--- config.mk ---
export PLATFORM = sky130hd
export DESIGN_NAME = utf8_stream_decoder
export DESIGN_NICKNAME = d
export VERILOG_FILES = /design/src/rtl/utf8d_pkg.sv /design/src/rtl/utf8d_step.sv /design/src/rtl/utf8d_out_buf.sv /design/src/rtl/utf8_stream_decoder.sv
export SDC_FILE = /design/constraint.sdc
export NUM_CORES = 1
export LEC_CHECK = 0
export BUFFER_PORTS_ARGS = -buffer_cell sky130_fd_sc_hd__buf_2
export CAP_MARGIN = 30
export CORE_ASPECT_RATIO = 1.75
export CORE_MARGIN = 2
export CORE_UTILIZATION = 25
export CTS_CLUSTER_DIAMETER = 80
export DETAILED_ROUTE_END_ITERATION = 10
export GPL_ROUTABILITY_DRIVEN = 0
export GPL_TIMING_DRIVEN = 1
export SLEW_MARGIN = 30
export SYNTH_ARGS = -nofsm -noshare
export SYNTH_HDL_FRONTEND = slang
export SYNTH_SLANG_ARGS = --single-unit
export TNS_END_PERCENT = 10
--- constraint.sdc ---
create_clock -name clk_i -period 7.66 [get_ports clk_i]
set_clock_uncertainty 0.15 [all_clocks]
set_input_delay 0.383 -clock clk_i [delete_from_list [all_inputs] [get_ports clk_i]]
set_output_delay 0.383 -clock clk_i [all_outputs]
set_load 0.03 [all_outputs]
--- src/rtl/utf8d_pkg.sv ---
package utf8d_pkg;

  // Field widths
  localparam int unsigned ByteW = 8;
  localparam int unsigned CpW   = 31;
  localparam int unsigned RemW  = 3;
  localparam int unsigned ContW = 6;

  // Longest sequence: five continuation words after the lead word
  localparam logic [RemW-1:0] MaxCont = RemW'(5);
  localparam logic [RemW-1:0] RemNone = '0;

  // One result word as it travels to the output
  typedef struct packed {
    logic [CpW-1:0] code_point;
    logic           bad_lead;
    logic           truncated;
    logic           last_result;
  } res_t;

endpackage

--- src/rtl/utf8d_step.sv ---
module utf8d_step (
  input  logic                          clk_i,
  input  logic                          rst_ni,
  input  logic                          fire_i,
  input  logic [utf8d_pkg::ByteW-1:0]   in_byte_i,
  input  logic                          end_of_string_i,
  output logic                          res_valid_o,
  output utf8d_pkg::res_t               res_o
);

  logic [utf8d_pkg::CpW-1:0]  part_q, part_d;
  logic [utf8d_pkg::RemW-1:0] rem_q, rem_d;
  logic [utf8d_pkg::CpW-1:0]  shifted;
  logic                       seq_open;
  logic                       emit;
  utf8d_pkg::res_t            res;

  assign shifted = {part_q[utf8d_pkg::CpW-utf8d_pkg::ContW-1:0],
                    in_byte_i[utf8d_pkg::ContW-1:0]};

  // Decode one word against the current sequence state
  always_comb begin
    part_d               = part_q;
    rem_d                = rem_q;
    seq_open             = 1'b0;
    emit                 = 1'b0;
    res.code_point       = '0;
    res.bad_lead         = 1'b0;
    res.truncated        = 1'b0;
    res.last_result      = end_of_string_i;

    if (rem_q == utf8d_pkg::RemNone) begin
      unique casez (in_byte_i)
        8'b0???????: begin
          emit           = 1'b1;
          res.code_point = utf8d_pkg::CpW'(in_byte_i);
        end
        8'b110?????: begin
          part_d   = utf8d_pkg::CpW'(in_byte_i[4:0]);
          rem_d    = utf8d_pkg::RemW'(1);
          seq_open = 1'b1;
        end
        8'b1110????: begin
          part_d   = utf8d_pkg::CpW'(in_byte_i[3:0]);
          rem_d    = utf8d_pkg::RemW'(2);
          seq_open = 1'b1;
        end
        8'b11110???: begin
          part_d   = utf8d_pkg::CpW'(in_byte_i[2:0]);
          rem_d    = utf8d_pkg::RemW'(3);
          seq_open = 1'b1;
        end
        8'b111110??: begin
          part_d   = utf8d_pkg::CpW'(in_byte_i[1:0]);
          rem_d    = utf8d_pkg::RemW'(4);
          seq_open = 1'b1;
        end
        8'b1111110?: begin
          part_d   = utf8d_pkg::CpW'(in_byte_i[0]);
          rem_d    = utf8d_pkg::MaxCont;
          seq_open = 1'b1;
        end
        default: begin
          // stray continuation or 0xFE/0xFF where a lead is due
          emit         = 1'b1;
          res.bad_lead = 1'b1;
        end
      endcase
    end else begin
      // shift in six payload bits, continuation pattern is not checked
      rem_d = rem_q - utf8d_pkg::RemW'(1);
      if (rem_d == utf8d_pkg::RemNone) begin
        emit           = 1'b1;
        res.code_point = shifted;
        part_d         = '0;
      end else begin
        part_d   = shifted;
        seq_open = 1'b1;
      end
    end

    // drop an open sequence when the string ends
    if (seq_open && end_of_string_i) begin
      part_d          = '0;
      rem_d           = utf8d_pkg::RemNone;
      emit            = 1'b1;
      res.truncated   = 1'b1;
      res.last_result = 1'b1;
    end
  end

  // Advance the sequence state on each consumed word
  always_ff @(posedge clk_i or negedge rst_ni) begin
    if (!rst_ni) begin
      part_q <= '0;
      rem_q  <= utf8d_pkg::RemNone;
    end else if (fire_i) begin
      part_q <= part_d;
      rem_q  <= rem_d;
    end
  end

  assign res_valid_o = fire_i && emit;
  assign res_o       = res;

  a_rem_range: assert property (@(posedge clk_i) disable iff (!rst_ni)
    rem_q <= utf8d_pkg::MaxCont)
    else $error("continuation count out of range");

  a_trunc_last: assert property (@(posedge clk_i) disable iff (!rst_ni)
    res_valid_o && res_o.truncated |-> res_o.last_result && (res_o.code_point == '0))
    else $error("truncation result without end flag or with payload");

  a_trunc_idle: assert property (@(posedge clk_i) disable iff (!rst_ni)
    res_valid_o && res_o.truncated |=> rem_q == utf8d_pkg::RemNone)
    else $error("sequence state not cleared after truncation");

endmodule

--- src/rtl/utf8d_out_buf.sv ---
module utf8d_out_buf (
  input  logic            clk_i,
  input  logic            rst_ni,
  input  logic            push_i,
  input  utf8d_pkg::res_t push_data_i,
  output logic            full_o,
  output logic            out_valid_o,
  input  logic            out_stall_i,
  output utf8d_pkg::res_t out_data_o
);

  logic            out_valid_q, out_valid_d;
  logic            skid_valid_q, skid_valid_d;
  utf8d_pkg::res_t out_q, out_d;
  utf8d_pkg::res_t skid_q, skid_d;
  logic            pop;

  assign pop = out_valid_q && !out_stall_i;

  // Hold a result in the skid word when the output is stalled
  always_comb begin
    out_valid_d  = out_valid_q;
    skid_valid_d = skid_valid_q;
    out_d        = out_q;
    skid_d       = skid_q;
    if (skid_valid_q) begin
      if (pop) begin
        out_d        = skid_q;
        skid_valid_d = 1'b0;
      end
    end else if (push_i) begin
      if (!out_valid_q || pop) begin
        out_d       = push_data_i;
        out_valid_d = 1'b1;
      end else begin
        skid_d       = push_data_i;
        skid_valid_d = 1'b1;
      end
    end else if (pop) begin
      out_valid_d = 1'b0;
    end
  end

  always_ff @(posedge clk_i or negedge rst_ni) begin
    if (!rst_ni) begin
      out_valid_q  <= 1'b0;
      skid_valid_q <= 1'b0;
    end else begin
      out_valid_q  <= out_valid_d;
      skid_valid_q <= skid_valid_d;
    end
  end

  always_ff @(posedge clk_i) begin
    out_q  <= out_d;
    skid_q <= skid_d;
  end

  assign full_o      = skid_valid_q;
  assign out_valid_o = out_valid_q;
  assign out_data_o  = out_q;

  a_skid_behind_out: assert property (@(posedge clk_i) disable iff (!rst_ni)
    skid_valid_q |-> out_valid_q)
    else $error("skid word held with empty output");

  a_no_push_full: assert property (@(posedge clk_i) disable iff (!rst_ni)
    !(push_i && skid_valid_q))
    else $error("result pushed into full buffer");

endmodule

--- src/rtl/utf8_stream_decoder.sv ---
// Byte-serial UTF-8 decoder for the original one- to six-byte form. It takes
// one byte per clock while in_stall_o is low, and gives one result word per
// completed code point, per byte that cannot lead a sequence (bad_lead, code
// point zero), and per end-of-string flag met inside a sequence (truncated,
// code point zero); the result for the end-of-string byte carries last_result.
// Continuation bytes are not checked, only their low six bits are used. The
// sustained rate is one byte per cycle while the output is not stalled; each
// byte is registered before decoding, each result in the output buffer. The
// rate is set by the sequence state loop (count and partial value). A
// two-word output buffer absorbs an output stall until in_stall_o rises.
module utf8_stream_decoder (
  input  logic                                clk_i,
  input  logic                                rst_ni,
  input  logic                                in_valid_i,
  output logic                                in_stall_o,
  input  logic [utf8d_pkg::ByteW-1:0]         in_byte_i,
  input  logic                                end_of_string_i,
  output logic                                out_valid_o,
  input  logic                                out_stall_i,
  output logic [utf8d_pkg::CpW-1:0]           code_point_o,
  output logic                                bad_lead_o,
  output logic                                truncated_o,
  output logic                                last_result_o
);

  logic                          in_valid_q;
  logic [utf8d_pkg::ByteW-1:0]   byte_q;
  logic                          eos_q;
  logic                          accept;
  logic                          fire;
  logic                          buf_full;
  logic                          res_valid;
  utf8d_pkg::res_t               res;
  utf8d_pkg::res_t               out_data;

  assign in_stall_o = in_valid_q && buf_full;
  assign accept     = in_valid_i && !in_stall_o;
  assign fire       = in_valid_q && !buf_full;

  // Register the incoming word
  always_ff @(posedge clk_i or negedge rst_ni) begin
    if (!rst_ni) begin
      in_valid_q <= 1'b0;
    end else if (accept) begin
      in_valid_q <= 1'b1;
    end else if (fire) begin
      in_valid_q <= 1'b0;
    end
  end

  always_ff @(posedge clk_i) begin
    if (accept) begin
      byte_q <= in_byte_i;
      eos_q  <= end_of_string_i;
    end
  end

  utf8d_step u_step (
    .clk_i           (clk_i),
    .rst_ni          (rst_ni),
    .fire_i          (fire),
    .in_byte_i       (byte_q),
    .end_of_string_i (eos_q),
    .res_valid_o     (res_valid),
    .res_o           (res)
  );

  utf8d_out_buf u_out_buf (
    .clk_i       (clk_i),
    .rst_ni      (rst_ni),
    .push_i      (res_valid),
    .push_data_i (res),
    .full_o      (buf_full),
    .out_valid_o (out_valid_o),
    .out_stall_i (out_stall_i),
    .out_data_o  (out_data)
  );

  assign code_point_o  = out_data.code_point;
  assign bad_lead_o    = out_data.bad_lead;
  assign truncated_o   = out_data.truncated;
  assign last_result_o = out_data.last_result;

endmodule

# --- Word-level counts from Yosys, hierarchy flattened ---
# Cells that the tools add are included.
word_totals:
  regBits: 108
  in_bits: 13
  out_inout_bits: 36
  wordCells: 83
classes:
  n_addsub: 1
  n_eq_ne: 8
  muxes: 33
  bitwise_logic: 3
  n_reduce_logical: 23
ops:
  columns: ["cell", "count"]
  rows:
  - ["$mux W34", 4]
  - ["$pmux W25 S5", 1]
  - ["$mux W25", 3]
  - ["$mux W31", 2]
  - ["$mux W1", 18]
  - ["$pmux W3 S5", 1]
  - ["$reduce_and A3 Y1", 3]
  - ["$reduce_bool A2 Y1", 4]
  - ["$eq A7 B7 Y1 const B", 1]
  - ["$mux W7", 1]
  - ["$ne A7 B7 Y1 const B", 1]
  - ["$eq A6 B6 Y1 const B", 1]
  - ["$logic_and A1 B1 Y1", 6]
  - ["$logic_not A3 Y1", 2]
  - ["$mux W3", 2]
  - ["$reduce_or A6 Y1", 1]
  - ["$eq A5 B5 Y1 const B", 1]
  - ["$reduce_or A5 Y1", 1]
  - ["$eq A4 B4 Y1 const B", 1]
  - ["$logic_not A1 Y1", 4]
  - ["$eq A3 B3 Y1 const B", 1]
  - ["$not A1 Y1", 3]
  - ["$sub A3 B1 Y3 const B", 1]
  - ["$mux W2", 1]
  - ["4 further kinds", 4]

# --- Depth between registers and ports, before layout ---
depth:
  depth_word: 9
  mapped_depth: 8
  mapped_depth_nobuf: 6

# --- Hierarchy ---
# A second synthesis with hierarchy kept.
hier_totals:
  hier_cells: 288
  area_unflattened_um2: 4493.1
modules_own_cells:
  columns: ["mod", "n_inst", "cells_per_inst", "area_per_inst_um2", "seq_area_each_um2"]
  rows:
  - ["utf8d_out_buf", 1, 118, 2625.0, 2092.0]
  - ["utf8d_step", 1, 156, 1540.2, 700.7]
  - ["utf8_stream_decoder", 1, 14, 327.8, 295.3]

# --- Least setup slack after synthesis ---
# Ideal clock, no wire load.
synth_path:
  path_kind: "register to register"
  startpoint: "register u_step.rem_q[0] in the netlist's numbering"
  endpoint: "register u_out_buf.out_q (netlist bit u_out_buf.out_data_o[0]), enable pin"
  setup_time_ns: 0.478
  t_arrival_ns: 3.994
  required_ns: 7.032
  setup_slack_ns: 3.039
  stages_incl_launch_ff: 7
  synth_period_minus_slack_ns: 4.621
  cell_sequence: "dfrtp_1 inv_1 ha_1 or4b_4 nand2_4 o31ai_1 a21boi_0"
synth_via:
  elab_chain_len: 9
synth_rtl:
  columns: ["element", "line", "rtl"]
  rows:
  - ["start, declared", "utf8d_step.sv:12", "logic [utf8d_pkg::RemW-1:0] rem_q, rem_d;"]
  - ["start signal, assigned", "utf8d_step.sv:96", "rem_q <= utf8d_pkg::RemNone;"]
  - ["start signal, assigned", "utf8d_step.sv:99", "rem_q <= rem_d;"]
  - ["$sub A3 B1 Y3", "utf8d_step.sv:71", "rem_d = rem_q - utf8d_pkg::RemW'(1);"]
  - ["$logic_not A3 Y1", "utf8d_step.sv:72", "if (rem_d == utf8d_pkg::RemNone) begin"]
  - ["$mux W1", "utf8d_step.sv:72", null]
  - ["$mux W1", "utf8d_step.sv:32", "if (rem_q == utf8d_pkg::RemNone) begin"]
  - ["$logic_and A1 B1 Y1", "utf8d_step.sv:83", "if (seq_open && end_of_string_i) begin"]
  - ["$mux W1 *", "utf8d_step.sv:83", null]
  - ["$logic_and A1 B1 Y1 *", "utf8d_step.sv:103", "assign res_valid_o = fire_i && emit;"]
  - ["$reduce_bool A2 Y1 (no source line) *", null, null]
  - ["$reduce_and A3 Y1 (no source line) *", null, null]
  - ["end signal, assigned", "utf8d_out_buf.sv:55", "out_q <= out_d;"]
  - ["end, declared", "utf8d_out_buf.sv:14", "utf8d_pkg::res_t out_q, out_d;"]
# Mark *: on every way between the ends. The rest lies on a longest branch, timed or not.
# A chain may end at the register's enable or synchronous reset.

# --- Worst setup path after layout ---
layout_path:
  startpoint: "register u_step.rem_q[0] in the netlist's numbering"
  endpoint: "register u_out_buf.out_q (netlist bit u_out_buf.out_data_o[11]), enable pin"
# The elaborated chain is that of the path after synthesis.

==> results.py <==
metrics = {
    "setup_path": {
        "path_cells": "inv_1 -> ha_1 -> or4b_4 -> nand2_4 -> o31ai_1 -> a21boi_4 -> buf_8",
        "reg2reg_depth": 7,
        "rrSetupSlack_ns": 4.52,
        "r2r_end": "u_out_buf.out_data_o[11]",
        "r2r_start": "u_step.rem_q[0]",
        "cpPeakStageDelay_ns": 0.58,
        "crit_slowest_cell": "or4b_4",
        "arrival_ns": 3.04,
        "crit_type": "reg2reg",
        "path_max_fanout": 34,
        "critical-path-top-delay-family": "simple AND/OR/NAND/NOR gates",
        "critPathBufInv": 2,
        "startpoint_type": "flip-flop",
        "cp-end-kind": "flip-flop",
        "cp.required_ns": 7.56,
    },
    "synth": {
        "synth-edff-count": 77,
        "yosysSeqAreaShare_pct": 66.34,
        "synth_cell_types": 49,
        "syn_area_um2": 4654,
        "synth-warning-count": 0,
        "async_reset_ff_share_pct": 28.70,
        "synth-main-ff-cell": "edfxtp_1",
        "synthesis.instances": 316,
        "ys_ff_latch": 108,
        "synth.avg_cell_area_um2": 14.73,
        "synth_nets": 332,
    },
    "floorplan": {
        "initial_core_util_pct": 25.28,
        "rows": 66,
        "core_um2": 18420,
        "dieArea_um2": 19770,
        "die_w_um": 107.1,
        "die_height_um": 184.5,
        "io_pins": 49,
    },
    "cells_and_area": {
        "layout-drive-gt1-share_pct": 31.42,
        "nets": 377,
        "area_growth_pct": 16.45,
        "n_fill_cell": 1848,
        "n_antenna_cell": 0,
        "final_area_um2": 5420,
    },
    "power": {
        "switchingPower_uw": 813.7,
        "p_comb_share_pct": 35.3,
        "p_sw_share_pct": 38.51,
        "clockPowerShare_pct": 20.6,
        "ir_drop_v": 0.0001549,
        "power_mw": 2.113,
        "internal-power_mw": 1.299,
        "powerDensity_nw_per_um2": 389.8,
        "seq_power_share_pct": 44.1,
        "leakage_nw": 2.099,
    },
    "clock_network": {
        "worstSkewPairLatency_ns": 0.34,
        "cts_setup_buffers": 0,
        "clock_sinks": 108,
        "cts.htree.levels": 3,
        "cts_root_buf": "clkbuf_16",
        "clockBufferDepth": 2,
        "cts_tree": "yes",
        "ctsResizeCount": 0,
        "clk_pin_slew_worst_paths_ns": 0.07,
        "ctsHoldBuffers": 1,
        "cts_buffers": 9,
    },
    "place": {
        "place_area_um2": 5121,
        "portBuffers": 48,
        "detailed_place_hpwl_mm": 6.388,
    },
    "min_path": {
        "hp-start": "in_byte_i[1]",
        "holdPathStages": 1,
        "hp-class": "in2reg",
        "holdPathEnd": "byte_q[1]",
    },
    "timing": {
        "tightest_slew_ns": 0.8514,
        "post-route-period-util_pct": 41.03,
        "rsz0062_at_grt": "no",
        "relSlewSlack_pct": 43.24,
        "whs_ns": 0.06160,
        "fin_tns_setup_ns": 0,
        "hold_viol": 0,
        "min_period_ns": 3.143,
        "fmax_mhz": 318.2,
        "finalSetupViolCount": 0,
        "slew_violations": 0,
    },
    "detailed_routing": {
        "drc": 0,
        "drtAntennaViolNets": 0,
        "drtIter0Drc": 161,
        "vias": 2700,
        "dr.pass1.iters": 4,
        "viasPerCell": 4.470,
        "wl_per_cell_um": 15.39,
        "wirelength_mm": 9.293,
    },
    "grt": {
        "grt.total_usage_pct": 10.11,
        "antenna_found_initial": 0,
        "grt_pass1_wl_mm": 15.46,
        "grt_max_degree": 35,
        "first_global_vias": 2853,
        "grt.overflow.total": 0,
    },
    "job": {
        "maxCapViolCount": 0,
    },
    "outcome": {
        "status": "complete, no violations",
    },
}
-- cell type report --
class                           count  area [um2]  area share, %
Clock buffer                       12       256.5          4.732
Clock inverter                      4       25.02         0.4617
Inverter                           11       41.29         0.7618
Multi-Input combinational cell    179        1431          26.41
Sequential cell                   108        3088          56.97
Tap cell                          238       297.8          5.494
Timing Repair Buffer               52       280.3          5.171
-- layer usage --
layer  global-route usage (%)  vias up  routed length, um  part of all wire (%)
met2                    17.97       77               5050                    54
met1                    11.52     1337               3628                    39
met4                    3.792        0                150                   1.6
met5                        0        -                  0                     0
li1                         -     1275                  -                     -
met3                    2.581       11                464                   5.0
-- worst max-delay path by stage --
stage	slack [ns]	depth (start not counted)	to	from
CTS	4.47	7	u_out_buf.out_data_o[11]	u_step.rem_q[0]
floorplan	3.04	6	u_out_buf.out_data_o[0]	u_step.rem_q[0]
global route	4.29	6	u_step.part_q[1]	u_step.rem_q[0]
detailed placement	4.49	7	u_out_buf.out_data_o[10]	u_step.rem_q[0]
global placement	4.38	6	u_out_buf.out_data_o[10]	u_step.rem_q[0]
finish	4.52	7	u_out_buf.out_data_o[11]	u_step.rem_q[0]
-- state kept, by name (all words and copies together), names as in the netlist, 3 cells and up --
name and cells:
u_step.rem_q 3, u_out_buf.out_data_o 34, u_out_buf.skid_q 34, u_step.part_q 25, byte_q 8
-- logic make-up (layout without fill, tap and decap cells) --
kind of cell               count (synthesis)  in the layout  synth area share (%)
DFF                                      108            108                 66.34
and+or+nand+nor                           89             89                 12.10
AOI/OAI and AO/OA                         58             58                 10.43
muxes                                     29             29                 6.962
buffers and inverters                     29             79                 3.360
adders and majority gates                  3              3                0.8065
-- synth_stat cells (3+ instances only) --
cell type / number / area, um2
edfxtp_1: 77 / 2312
dfrtp_1: 31 / 775.7
nand3_1: 25 / 125.1
and2_4: 22 / 192.7
mux2_1: 17 / 191.4
o2bb2ai_1: 15 / 131.4
nand2_1: 12 / 45.04
inv_1: 10 / 37.54
mux2_2: 10 / 112.6
o21ai_0: 8 / 40.04
clkbuf_1: 7 / 26.28
and2_1: 6 / 37.54
o21ai_1: 6 / 30.03
o2bb2ai_2: 6 / 90.09
a22o_1: 5 / 43.79
buf_2: 5 / 25.02
buf_6: 4 / 45.04
nor2_1: 4 / 15.01
o31ai_1: 4 / 30.03
a21oi_1: 3 / 15.01
ha_1: 3 / 37.54
nand2b_1: 3 / 18.77
nor2b_1: 3 / 18.77
-- power by group through the flow --
stage	logic (mW)	registers, mW	clock network [mW]
2_1_floorplan	0.412	1.09	0
3_3_place_gp	0.718	0.947	0
3_5_place_dp	0.753	0.945	0
4_1_cts	0.755	0.933	0.450
5_1_grt	0.819	0.952	0.470
6_report	0.746	0.931	0.436
-- layout by cell type (no fill, tap or decap), types with 2 or more instances in the layout --
master	instances
a211oi_1	2
a21oi_1	3
a22o_1	5
and2_1	6
and2_4	22
buf_2	48
buf_4	2
clkbuf_16	9
clkbuf_8	2
dfrtp_1	31
edfxtp_1	77
ha_1	3
inv_1	10
mux2_1	17
mux2_2	10
mux2i_1	2
nand2_1	12
nand2b_1	3
nand3_1	25
nand4_1	2
nor2_1	3
nor2b_1	3
nor4_1	2
o21ai_0	8
o21ai_1	6
o2bb2ai_1	15
o2bb2ai_2	6
o31ai_1	4
-- metrics by stage --
step                instances  utilization, %  setup slack [ns]
finish                    604           29.43             4.517
global route              604           29.43             4.294
CTS                       604           29.39             4.474
detailed placement        587           27.81             4.494
global placement          586           27.73             4.377
floorplan                 316               -             3.039
Note: power is estimated with default switching activity, not from simulation.
